==> config.mk <==
export PLATFORM = sky130hd
export DESIGN_NAME = bit_vector_tanimoto_similarity
export DESIGN_NICKNAME = d
export VERILOG_FILES = /design/src/rtl/tan_pkg.sv /design/src/rtl/tan_front.sv /design/src/rtl/tan_queue.sv /design/src/rtl/tan_back.sv /design/src/rtl/bit_vector_tanimoto_similarity.sv
export SDC_FILE = /design/constraint.sdc
export NUM_CORES = 1
export LEC_CHECK = 0
export ABC_CLOCK_PERIOD_IN_PS = 7000
export BUFFER_PORTS_ARGS = -buffer_cell sky130_fd_sc_hd__buf_2
export CORE_ASPECT_RATIO = 1.75
export CORE_MARGIN = 2
export CORE_UTILIZATION = 50
export DETAILED_ROUTE_END_ITERATION = 8
export HOLD_SLACK_MARGIN = 0.05
export PLACE_DENSITY = 0.75
export SLEW_MARGIN = 25
export SYNTH_ARGS = -nofsm -noshare
export SYNTH_HDL_FRONTEND = slang
export SYNTH_SLANG_ARGS = --single-unit
==> constraint.sdc <==
create_clock -name clk_i -period 7 [get_ports clk_i]
set_clock_uncertainty 0.2 [all_clocks]
set_input_delay 2.1 -clock clk_i [delete_from_list [all_inputs] [get_ports clk_i]]
set_output_delay 2.1 -clock clk_i [all_outputs]
set_load 0.05 [all_outputs]
==> src/rtl/tan_pkg.sv <==
// ---------------------------------------------------------------------------
// tan_pkg
// Shared widths, types and helpers for the Tanimoto similarity block.
// ---------------------------------------------------------------------------
package tan_pkg;

  localparam int unsigned ByteW       = 8;
  localparam int unsigned CountW      = 4;
  localparam int unsigned TotalW      = 12;
  localparam int unsigned FracBits    = 16;
  localparam int unsigned ScoreW      = FracBits + 1;
  localparam int unsigned StepW       = $clog2(FracBits);
  localparam int unsigned MaxBytes    = 256;
  localparam int unsigned QueueDepthDefault = 2;

  localparam logic [TotalW-1:0] TotalMax = {TotalW{1'b1}};

  // Totals of one finished fingerprint, handed from front to back
  typedef struct packed {
    logic [TotalW-1:0] and_total;
    logic [TotalW-1:0] or_total;
  } tan_totals_t;

  typedef enum logic [1:0] {
    BK_IDLE,
    BK_RUN,
    BK_WAIT
  } tan_back_state_e;

  function automatic logic [CountW-1:0] count_bits8(input logic [ByteW-1:0] v);
    logic [CountW-1:0] n;
    n = '0;
    for (int i = 0; i < ByteW; i++) begin
      n = n + CountW'(v[i]);
    end
    return n;
  endfunction

  function automatic logic [TotalW-1:0] add_sat(input logic [TotalW-1:0] total,
                                                input logic [CountW-1:0] inc);
    logic [TotalW:0] s;
    s = {1'b0, total} + (TotalW+1)'(inc);
    return s[TotalW] ? TotalMax : s[TotalW-1:0];
  endfunction

endpackage

==> src/rtl/tan_front.sv <==
// ---------------------------------------------------------------------------
// tan_front
// Accumulates AND and OR bit counts per byte pair; pushes totals on last.
// ---------------------------------------------------------------------------
module tan_front import tan_pkg::*; (
  input  logic              clk_i,
  input  logic              rst_ni,
  input  logic              in_valid_i,
  output logic              in_stall_o,
  input  logic [ByteW-1:0]  byte_a_i,
  input  logic [ByteW-1:0]  byte_b_i,
  input  logic              last_byte_i,
  input  logic              full_i,
  output logic              push_o,
  output tan_totals_t       push_data_o
);

  logic [TotalW-1:0] and_q, and_d;
  logic [TotalW-1:0] or_q, or_d;
  logic [TotalW-1:0] and_sum, or_sum;
  logic              accept;

  assign in_stall_o = full_i;
  assign accept     = in_valid_i & ~full_i;

  assign and_sum = add_sat(and_q, count_bits8(byte_a_i & byte_b_i));
  assign or_sum  = add_sat(or_q, count_bits8(byte_a_i | byte_b_i));

  always_comb begin
    and_d = and_q;
    or_d  = or_q;
    if (accept) begin
      // clear after the last beat, otherwise keep the running sums
      and_d = last_byte_i ? '0 : and_sum;
      or_d  = last_byte_i ? '0 : or_sum;
    end
  end

  assign push_o                = accept & last_byte_i;
  assign push_data_o.and_total = and_sum;
  assign push_data_o.or_total  = or_sum;

  always_ff @(posedge clk_i or negedge rst_ni) begin
    if (!rst_ni) begin
      and_q <= '0;
      or_q  <= '0;
    end else begin
      and_q <= and_d;
      or_q  <= or_d;
    end
  end

endmodule

==> src/rtl/tan_queue.sv <==
// ---------------------------------------------------------------------------
// tan_queue
// Small register queue of finished totals between front and back.
// ---------------------------------------------------------------------------
module tan_queue import tan_pkg::*; #(
  parameter int unsigned Depth = QueueDepthDefault
) (
  input  logic        clk_i,
  input  logic        rst_ni,
  input  logic        push_i,
  input  tan_totals_t push_data_i,
  output logic        full_o,
  input  logic        pop_i,
  output logic        valid_o,
  output tan_totals_t data_o
);

  localparam int unsigned PtrW = (Depth > 1) ? $clog2(Depth) : 1;
  localparam int unsigned CntW = $clog2(Depth + 1);
  localparam logic [PtrW-1:0] LastPtr = PtrW'(Depth - 1);
  localparam logic [CntW-1:0] FullCnt = CntW'(Depth);

  tan_totals_t     mem_q [Depth];
  logic [PtrW-1:0] wr_ptr_q, wr_ptr_d;
  logic [PtrW-1:0] rd_ptr_q, rd_ptr_d;
  logic [CntW-1:0] cnt_q, cnt_d;
  logic            do_push, do_pop;

  assign full_o  = (cnt_q == FullCnt);
  assign valid_o = (cnt_q != '0);
  assign data_o  = mem_q[rd_ptr_q];

  assign do_push = push_i & ~full_o;
  assign do_pop  = pop_i & valid_o;

  always_comb begin
    wr_ptr_d = wr_ptr_q;
    rd_ptr_d = rd_ptr_q;
    cnt_d    = cnt_q;
    if (do_push) begin
      wr_ptr_d = (wr_ptr_q == LastPtr) ? '0 : wr_ptr_q + 1'b1;
    end
    if (do_pop) begin
      rd_ptr_d = (rd_ptr_q == LastPtr) ? '0 : rd_ptr_q + 1'b1;
    end
    if (do_push && !do_pop) begin
      cnt_d = cnt_q + 1'b1;
    end else if (do_pop && !do_push) begin
      cnt_d = cnt_q - 1'b1;
    end
  end

  always_ff @(posedge clk_i) begin
    if (do_push) begin
      mem_q[wr_ptr_q] <= push_data_i;
    end
  end

  always_ff @(posedge clk_i or negedge rst_ni) begin
    if (!rst_ni) begin
      wr_ptr_q <= '0;
      rd_ptr_q <= '0;
      cnt_q    <= '0;
    end else begin
      wr_ptr_q <= wr_ptr_d;
      rd_ptr_q <= rd_ptr_d;
      cnt_q    <= cnt_d;
    end
  end

endmodule

==> src/rtl/tan_back.sv <==
// ---------------------------------------------------------------------------
// tan_back
// Restoring divider for the Q1.16 score, one quotient bit per cycle, with
// an output register facing the result channel.
// ---------------------------------------------------------------------------
module tan_back import tan_pkg::*; (
  input  logic              clk_i,
  input  logic              rst_ni,
  input  logic              q_valid_i,
  input  tan_totals_t       q_data_i,
  output logic              pop_o,
  output logic              out_valid_o,
  input  logic              out_stall_i,
  output logic [ScoreW-1:0] similarity_o,
  output logic [TotalW-1:0] common_bits_o,
  output logic [TotalW-1:0] union_bits_o,
  output logic              empty_union_o
);

  localparam logic [StepW-1:0] LastStep = StepW'(FracBits - 1);

  tan_back_state_e   state_q, state_d;
  logic [StepW-1:0]  step_q, step_d;
  logic [TotalW-1:0] rem_q, rem_d;
  logic [ScoreW-1:0] quo_q, quo_d;
  logic [TotalW-1:0] and_q, and_d;
  logic [TotalW-1:0] or_q, or_d;
  logic              empty_q, empty_d;

  logic              out_valid_q, out_valid_d;
  logic [ScoreW-1:0] sim_q, sim_d;
  logic [TotalW-1:0] com_q, com_d;
  logic [TotalW-1:0] uni_q, uni_d;
  logic              emp_q, emp_d;

  logic              out_free;
  logic              load_out;
  logic [TotalW:0]   rem_sh;
  logic [TotalW:0]   rem_diff;
  logic              q_bit;
  logic              first_ge;

  assign out_free = ~out_valid_q | ~out_stall_i;

  // one shift-and-subtract step
  assign rem_sh   = {rem_q, 1'b0};
  assign rem_diff = rem_sh - {1'b0, or_q};
  assign q_bit    = ~rem_diff[TotalW];

  assign first_ge = (q_data_i.and_total >= q_data_i.or_total);

  always_comb begin
    state_d  = state_q;
    step_d   = step_q;
    rem_d    = rem_q;
    quo_d    = quo_q;
    and_d    = and_q;
    or_d     = or_q;
    empty_d  = empty_q;
    pop_o    = 1'b0;
    load_out = 1'b0;
    case (state_q)
      BK_IDLE: begin
        if (q_valid_i) begin
          pop_o   = 1'b1;
          and_d   = q_data_i.and_total;
          or_d    = q_data_i.or_total;
          empty_d = (q_data_i.or_total == '0);
          step_d  = '0;
          // integer bit of the quotient decided up front
          quo_d   = {{(ScoreW-1){1'b0}}, first_ge};
          rem_d   = first_ge ? q_data_i.and_total - q_data_i.or_total
                             : q_data_i.and_total;
          state_d = (q_data_i.or_total == '0) ? BK_WAIT : BK_RUN;
        end
      end
      BK_RUN: begin
        quo_d  = {quo_q[ScoreW-2:0], q_bit};
        rem_d  = q_bit ? rem_diff[TotalW-1:0] : rem_sh[TotalW-1:0];
        step_d = step_q + 1'b1;
        if (step_q == LastStep) begin
          state_d = BK_WAIT;
        end
      end
      BK_WAIT: begin
        if (out_free) begin
          load_out = 1'b1;
          state_d  = BK_IDLE;
        end
      end
      default: begin
        state_d = BK_IDLE;
      end
    endcase
  end

  always_comb begin
    out_valid_d = out_valid_q;
    sim_d       = sim_q;
    com_d       = com_q;
    uni_d       = uni_q;
    emp_d       = emp_q;
    if (load_out) begin
      out_valid_d = 1'b1;
      sim_d       = empty_q ? '0 : quo_q;
      com_d       = and_q;
      uni_d       = or_q;
      emp_d       = empty_q;
    end else if (!out_stall_i) begin
      out_valid_d = 1'b0;
    end
  end

  always_ff @(posedge clk_i or negedge rst_ni) begin
    if (!rst_ni) begin
      state_q     <= BK_IDLE;
      step_q      <= '0;
      out_valid_q <= 1'b0;
    end else begin
      state_q     <= state_d;
      step_q      <= step_d;
      out_valid_q <= out_valid_d;
    end
  end

  always_ff @(posedge clk_i) begin
    rem_q   <= rem_d;
    quo_q   <= quo_d;
    and_q   <= and_d;
    or_q    <= or_d;
    empty_q <= empty_d;
    sim_q   <= sim_d;
    com_q   <= com_d;
    uni_q   <= uni_d;
    emp_q   <= emp_d;
  end

  assign out_valid_o   = out_valid_q;
  assign similarity_o  = sim_q;
  assign common_bits_o = com_q;
  assign union_bits_o  = uni_q;
  assign empty_union_o = emp_q;

endmodule

==> src/rtl/bit_vector_tanimoto_similarity.sv <==
// ---------------------------------------------------------------------------
// bit_vector_tanimoto_similarity
// Streams byte pairs of two fingerprints and reports their Tanimoto score
// (common bits over union bits, unsigned Q1.16) with both bit totals.
// ---------------------------------------------------------------------------
//
//  channel  | handshake              | payload
//  ---------+------------------------+-------------------------------------
//  input    | in_valid_i / in_stall_o| byte_a_i, byte_b_i, last_byte_i
//  result   | out_valid_o/out_stall_i| similarity_o, common_bits_o,
//           |                        | union_bits_o, empty_union_o
//
//  The front end takes one byte-pair beat per cycle while the queue has
//  room. A beat marked last pushes the totals into a short queue; the back
//  end divides them (pop, 16 restoring steps, load of the output register)
//  while the front end goes on with the next fingerprint.
//  Reset clears totals, queue pointers, divider state and output valid.
//  in_stall_o rises only while the queue is full; a stalled result holds
//  in the output register while the divider carries on with the next one.
//
module bit_vector_tanimoto_similarity import tan_pkg::*; #(
  parameter int unsigned QueueDepth = QueueDepthDefault
) (
  input  logic              clk_i,
  input  logic              rst_ni,
  input  logic              in_valid_i,
  output logic              in_stall_o,
  input  logic [ByteW-1:0]  byte_a_i,
  input  logic [ByteW-1:0]  byte_b_i,
  input  logic              last_byte_i,
  output logic              out_valid_o,
  input  logic              out_stall_i,
  output logic [ScoreW-1:0] similarity_o,
  output logic [TotalW-1:0] common_bits_o,
  output logic [TotalW-1:0] union_bits_o,
  output logic              empty_union_o
);

  // Front to queue: totals of a finished fingerprint
  logic        push;
  tan_totals_t push_data;
  logic        q_full;

  // Queue to back
  logic        q_valid;
  tan_totals_t q_data;
  logic        pop;

  // Accumulate the AND and OR bit counts; stall only on a full queue
  tan_front u_front (
    .clk_i       (clk_i),
    .rst_ni      (rst_ni),
    .in_valid_i  (in_valid_i),
    .in_stall_o  (in_stall_o),
    .byte_a_i    (byte_a_i),
    .byte_b_i    (byte_b_i),
    .last_byte_i (last_byte_i),
    .full_i      (q_full),
    .push_o      (push),
    .push_data_o (push_data)
  );

  // Decouple accumulation from the slow divide
  tan_queue #(
    .Depth (QueueDepth)
  ) u_queue (
    .clk_i       (clk_i),
    .rst_ni      (rst_ni),
    .push_i      (push),
    .push_data_i (push_data),
    .full_o      (q_full),
    .pop_i       (pop),
    .valid_o     (q_valid),
    .data_o      (q_data)
  );

  // Divide and present the result beat
  tan_back u_back (
    .clk_i         (clk_i),
    .rst_ni        (rst_ni),
    .q_valid_i     (q_valid),
    .q_data_i      (q_data),
    .pop_o         (pop),
    .out_valid_o   (out_valid_o),
    .out_stall_i   (out_stall_i),
    .similarity_o  (similarity_o),
    .common_bits_o (common_bits_o),
    .union_bits_o  (union_bits_o),
    .empty_union_o (empty_union_o)
  );

endmodule
Word level (Yosys, flattened, before mapping)

Memory sizes are Yosys's and may differ from the RTL's.
Cells that the tools add are included.

Add/sub/neg operators: 23
Order comparisons: 1
Equality and inequality tests: 8
Multiplexer cells: 29
Bitwise operators: 11
Reductions and logical operators: 12

Operators by type and width:

| operator              | count |
|---|---|
| $mux W12              | 7 |
| $add A4 B1 Y4         | 12 |
| $pmux W17 S2          | 1 |
| $add A12 B4 Y13       | 2 |
| $pmux W12 S2          | 1 |
| $mux W17              | 1 |
| $sub A13 B12 Y13      | 1 |
| $ge A12 B12 Y1        | 1 |
| $logic_not A12 Y1     | 1 |
| $mux W2               | 6 |
| $sub A12 B12 Y12      | 1 |
| $mux W1               | 10 |
| $and A8 B8 Y8         | 1 |
| $or A8 B8 Y8          | 1 |
| $pmux W4 S2           | 1 |
| $ne A2 B1 Y1 const B  | 3 |
| $pmux W2 S3           | 1 |
| $reduce_bool A2 Y1    | 3 |
| $add A1 B1 Y2         | 2 |
| $add A4 B1 Y4 const B | 1 |
| $and A1 B1 Y1         | 4 |
| $eq A2 B2 Y1 const B  | 2 |
| $eq A4 B4 Y1 const B  | 1 |
| $mux W4               | 1 |
| 12 further kinds      | 19 |

Register bits after elaboration: 131
RAM bits: 48
Bits of input ports: 21
Output and inout port bits: 44
Memories: 1

Memories:

| name          | words | width | rd ports | clocked after Yosys merged registers in | write ports | line            | RTL |
|---|---|---|---|---|---|---|---|
| u_queue.mem_q | 2     | 24    | 1        | 0                                       | 1           | tan_queue.sv:23 | `tan_totals_t mem_q [Depth];` |

Logic depth before layout (Yosys ltp)

Depth after elaboration: 11
Gate-level depth with buffers: 19
Gate-level depth less buffers: 18

Cells and area by module

From an unflattened synthesis, not the netlist that was laid out.

Cell total of the unflattened synthesis: 737
Area, all modules: 9,243.9 sq um

Modules (own cells, without submodules):

| module    | instances | cells an instance | area an instance (sq um) | sequential area each (sq um) |
|---|---|---|---|---|
| tan_back  | 1         | 403               | 5,077.4                  | 3,057.9 |
| tan_front | 1         | 240               | 2,132.0                  | 600.6 |
| tan_queue | 1         | 94                | 2,034.5                  | 1,541.5 |

Worst setup path before layout

No wires, ideal clock.

Kind: input to register
From: input byte_b_i[0]
To: register u_front.or_q[2]
Setup time: 121 ps
Data arrival time: 6,340 ps
Path slack: 339 ps
Cell stages on the path: 16
Path buffers: 1
Cell sequence: or2_2 > ha_1 > fa_1 > inv_1 > fa_1 > fa_1 > fa_1 > xnor2_1 > ha_1 > nor2b_1 > o21ai_0 > a21oi_1 > nand3_1 > clkbuf_1 > o21ai_0 > a22o_1

RTL lines:

| what                 | line                                 | RTL |
|---|---|---|
| start, declared      | bit_vector_tanimoto_similarity.sv:29 | `input logic [ByteW-1:0] byte_b_i,` |
| end signal, assigned | tan_front.sv:49                      | `or_q <= or_d;` |
| end, declared        | tan_front.sv:19                      | `logic [TotalW-1:0] or_q, or_d;` |

==> key figures <==
Outcome
  • Status: finished clean

Critical path
  • Delay-heaviest family, CP: adder cells
  • CP max FO: 4
  • Worst setup EP type: register
  • Critical Path, Cell by Cell: buf_2 > or2_2 > ha_1 > fa_1 > inv_1 > fa_1 > fa_1 > fa_1 > inv_1 > ha_1 > a21o_1 > a21o_1 > a21oi_1 > nor3b_1 > and3_1 > xnor2_1 > nand2_1
  • Crit-path max cell delay: 0.54 ns
  • Top cell by count, worst path: fa_1
  • Worst Path Required: 6.98 ns
  • Startpoint Class: input port
  • CP Buf/Inv Count: 3
  • WP data arrival: 6.62 ns
  • CP max stage cell: fa_1
  • Crit path kind: input port to register

Clock network
  • Worst-path clk slew: 0.06 ns
  • Maximum level of the CTS H-tree: 4
  • Clock Tree Buf Depth: 2
  • CTS sink count: 179
  • Hold Buf Count CTS: 0
  • Total CTS buffers: 17
  • Root Buffer: clkbuf_16
  • CTS tree: yes
  • Clk_lat worst skew: 0.43 ns
  • Post_cts resized: 0
  • Setup repair bufs after CTS: 0

Power
  • PD cells: 433 nW/µm²
  • Lkg Pwr: 4.26 nW
  • Max VDD drop: 0.239 mV

Floorplan
  • Die Y-Extent: 182 µm
  • Core ar.: 17800 µm²
  • # rows: 65
  • IO Count: 65
  • Starting Density: 0.506
  • Die Width: 105 µm
  • Die ar.: 19200 µm²

Routing
  • DR pass1 iterations: 6
  • Via Count: 5693
  • Residual DRC: 0
  • Met1 wire length: 6190 µm
  • Antenna Violating Nets Remaining: 0
  • Met2 WL: 9590 µm
  • DRT Wirelength: 16700 µm
  • Routed len/inst: 15.9 µm
  • DR iter-0 viols: 244
  • DR top layer: met4
  • Met3 wire length: 522 µm
  • Vias per inst: 5.42

Synthesis
  • Async S/R FF share, synth: 0.196
  • Synth area leader: edfxtp_1
  • Syn Area/Cell: 12.4 µm²
  • Yosys top cell area share: 0.480
  • Syn nets: 800
  • Synthesized area: 9010 µm²
  • Unique masters post-synth: 58
  • Synth top area cells: edfxtp_1, dfrtp_1, ha_1, mux2i_1, a21oi_1
  • Mapped Cells: 728
  • Post-synth top flop: edfxtp_1
  • Post-synth EDFFs: 144
  • Yosys reg bits: 179
  • Yosys warns: 0
  • Register area share after synthesis: 0.577

Hold path
  • Min-Delay Path Class: register to register

Finish
  • # diodes: 0
  • Layout cells sized above 1: 0.178
  • Area Overhead vs Synth: 13.5%
  • Most frequent cells in the layout: edfxtp_1, buf_2, inv_1
  • Commonest non-fill, non-tap cell in the layout: edfxtp_1
  • Nets: 875

GRT
  • Largest net degree at the start of global routing: 43
  • Initial antenna violation count: 0
  • Grt total ovfl: 0
  • Vias in the first global route: 5736
  • First-pass GRT wire length: 27400 µm
  • GRT Resource Usage Total: 0.182

STA
  • Final Critical Period: 6.64 ns
  • Slew @ Worst Pin: 0.999 ns
  • Final hold vios: 0
  • Period utilization: 0.949
  • Max Slew Vio Count: 0
  • Post-route worst setup slack: 0.360 ns
  • Final setup fails: 0
  • Hold_ws: 0.228 ns
  • Max Fclk: 0.151 GHz
  • RSZ-0062 raised after global routing: false
  • Max-slew headroom: 0.332

Placed design
  • HPWL after DPL: 12400 µm
  • Routability Congestion: 0.906
  • Port bufs: 64
  • DP Worst Slack: -0.0855 ns

Job
  • Max-Cap Viols: 0
-- Yosys cell counts, drive strengths merged, types with 15 or more instances --
cell type / count
edfxtp: 144
xnor2: 25
clkbuf: 15
ha: 39
dfrtp: 35
nand2: 38
nor2: 39
and2: 23
o21ai: 23
inv: 53
mux2i: 31
a21oi: 50
nor2b: 33
-- layout make-up --
class / count / area [µm²]
well taps: 234 / 293
fillers: 1450 / 7580
clock inverters: 14 / 154
flip-flops and latches: 179 / 5200
clock buffers: 18 / 429
multi-input cells: 477 / 3550
repair buffers: 75 / 403
inverters: 53 / 199
-- flip-flops by register name (all words and copies together), names as in the netlist, 2 cells and up --
name                  flops
u_queue.mem_q            48
u_back.rem_q             12
u_front.and_q            12
u_back.or_q              12
u_back.quo_q             17
u_queue.cnt_q             2
u_front.or_q             12
u_back.step_q             4
u_back.union_bits_o      12
u_back.similarity_o      17
u_back.and_q             12
u_back.state_q            2
u_back.common_bits_o     12
-- power breakdown --
| part | switching [mW] | total (mW) | internal (mW) |
|---|---|---|---|
| Clock | 0.410 | 0.941 | 0.531 |
| Combinational | 1.07 | 1.86 | 0.791 |
| Sequential | 0.120 | 1.63 | 1.51 |
-- per-layer routing --
layer | GRT usage | vias to the layer above
li1 | - | 2796
met1 | 0.187 | 2750
met2 | 0.353 | 122
met3 | 0.0316 | 25
met4 | 0.0763 | 0
met5 | 0 | -
-- worst paths after layout --
path	start	end	slack, ns	depth (start not counted)
worst max-delay path	byte_b_i[0]	u_queue.mem_q[1][11]$_DFFE_PP_	0.36	17
max in group asynchronous	rst_ni	u_queue.cnt_q[0]$_DFFE_PN0P_	4.50	1
worst min register to register	u_back.and_q[10]$_DFFE_PP_	u_back.common_bits_o[10]$_DFFE_PP_	0.23	0
worst max register to register	u_queue.rd_ptr_q$_DFFE_PN0P_	u_back.rem_q[2]$_DFFE_PP_	2.84	11
min in group asynchronous	rst_ni	u_front.or_q[10]$_DFFE_PN0P_	1.56	1
worst min-delay path	u_back.and_q[10]$_DFFE_PP_	u_back.common_bits_o[10]$_DFFE_PP_	0.23	0
-- per-stage QoR --
stage | utilization | total power [mW] | TNS, ns | cell area [µm²] | instances
final | 0.574 | 4.43 | 0 | 10200 | 1050
after detailed placement | 0.542 | 3.50 | -0.178 | 9650 | 1018
after floorplan | - | 3.11 | 0 | 9010 | 728
after CTS | 0.574 | 4.45 | 0 | 10200 | 1050
after global placement | 0.542 | 3.45 | 0 | 9650 | 1018
after global routing | 0.574 | 4.73 | 0 | 10200 | 1050
-- kinds of logic after synthesis --
| family | Yosys count | share of synthesized area |
|---|---|---|
| and+or+nand+nor | 206 | 0.122 |
| adders and majority gates | 51 | 0.0808 |
| xor gates and xnor gates | 34 | 0.0330 |
| muxes | 42 | 0.0482 |
| AOI/OAI and AO/OA | 144 | 0.108 |
| DFF | 179 | 0.577 |
| buffers and inverters | 72 | 0.0310 |
-- worst reg2reg max path: cells and delay by family (launching register included) --
| kind | cells | cell delay [ns] |
|---|---|---|
| flip-flops | 1 | 0.33 |
| buffers and inverters | 1 | 0.33 |
| AO/OA/AOI/OAI | 4 | 0.94 |
| multiplexers | 2 | 0.72 |
| AND/OR/NAND/NOR | 2 | 0.77 |
| adder cells (fa/ha/maj) | 2 | 0.64 |
(Power assumes the default switching activity.)
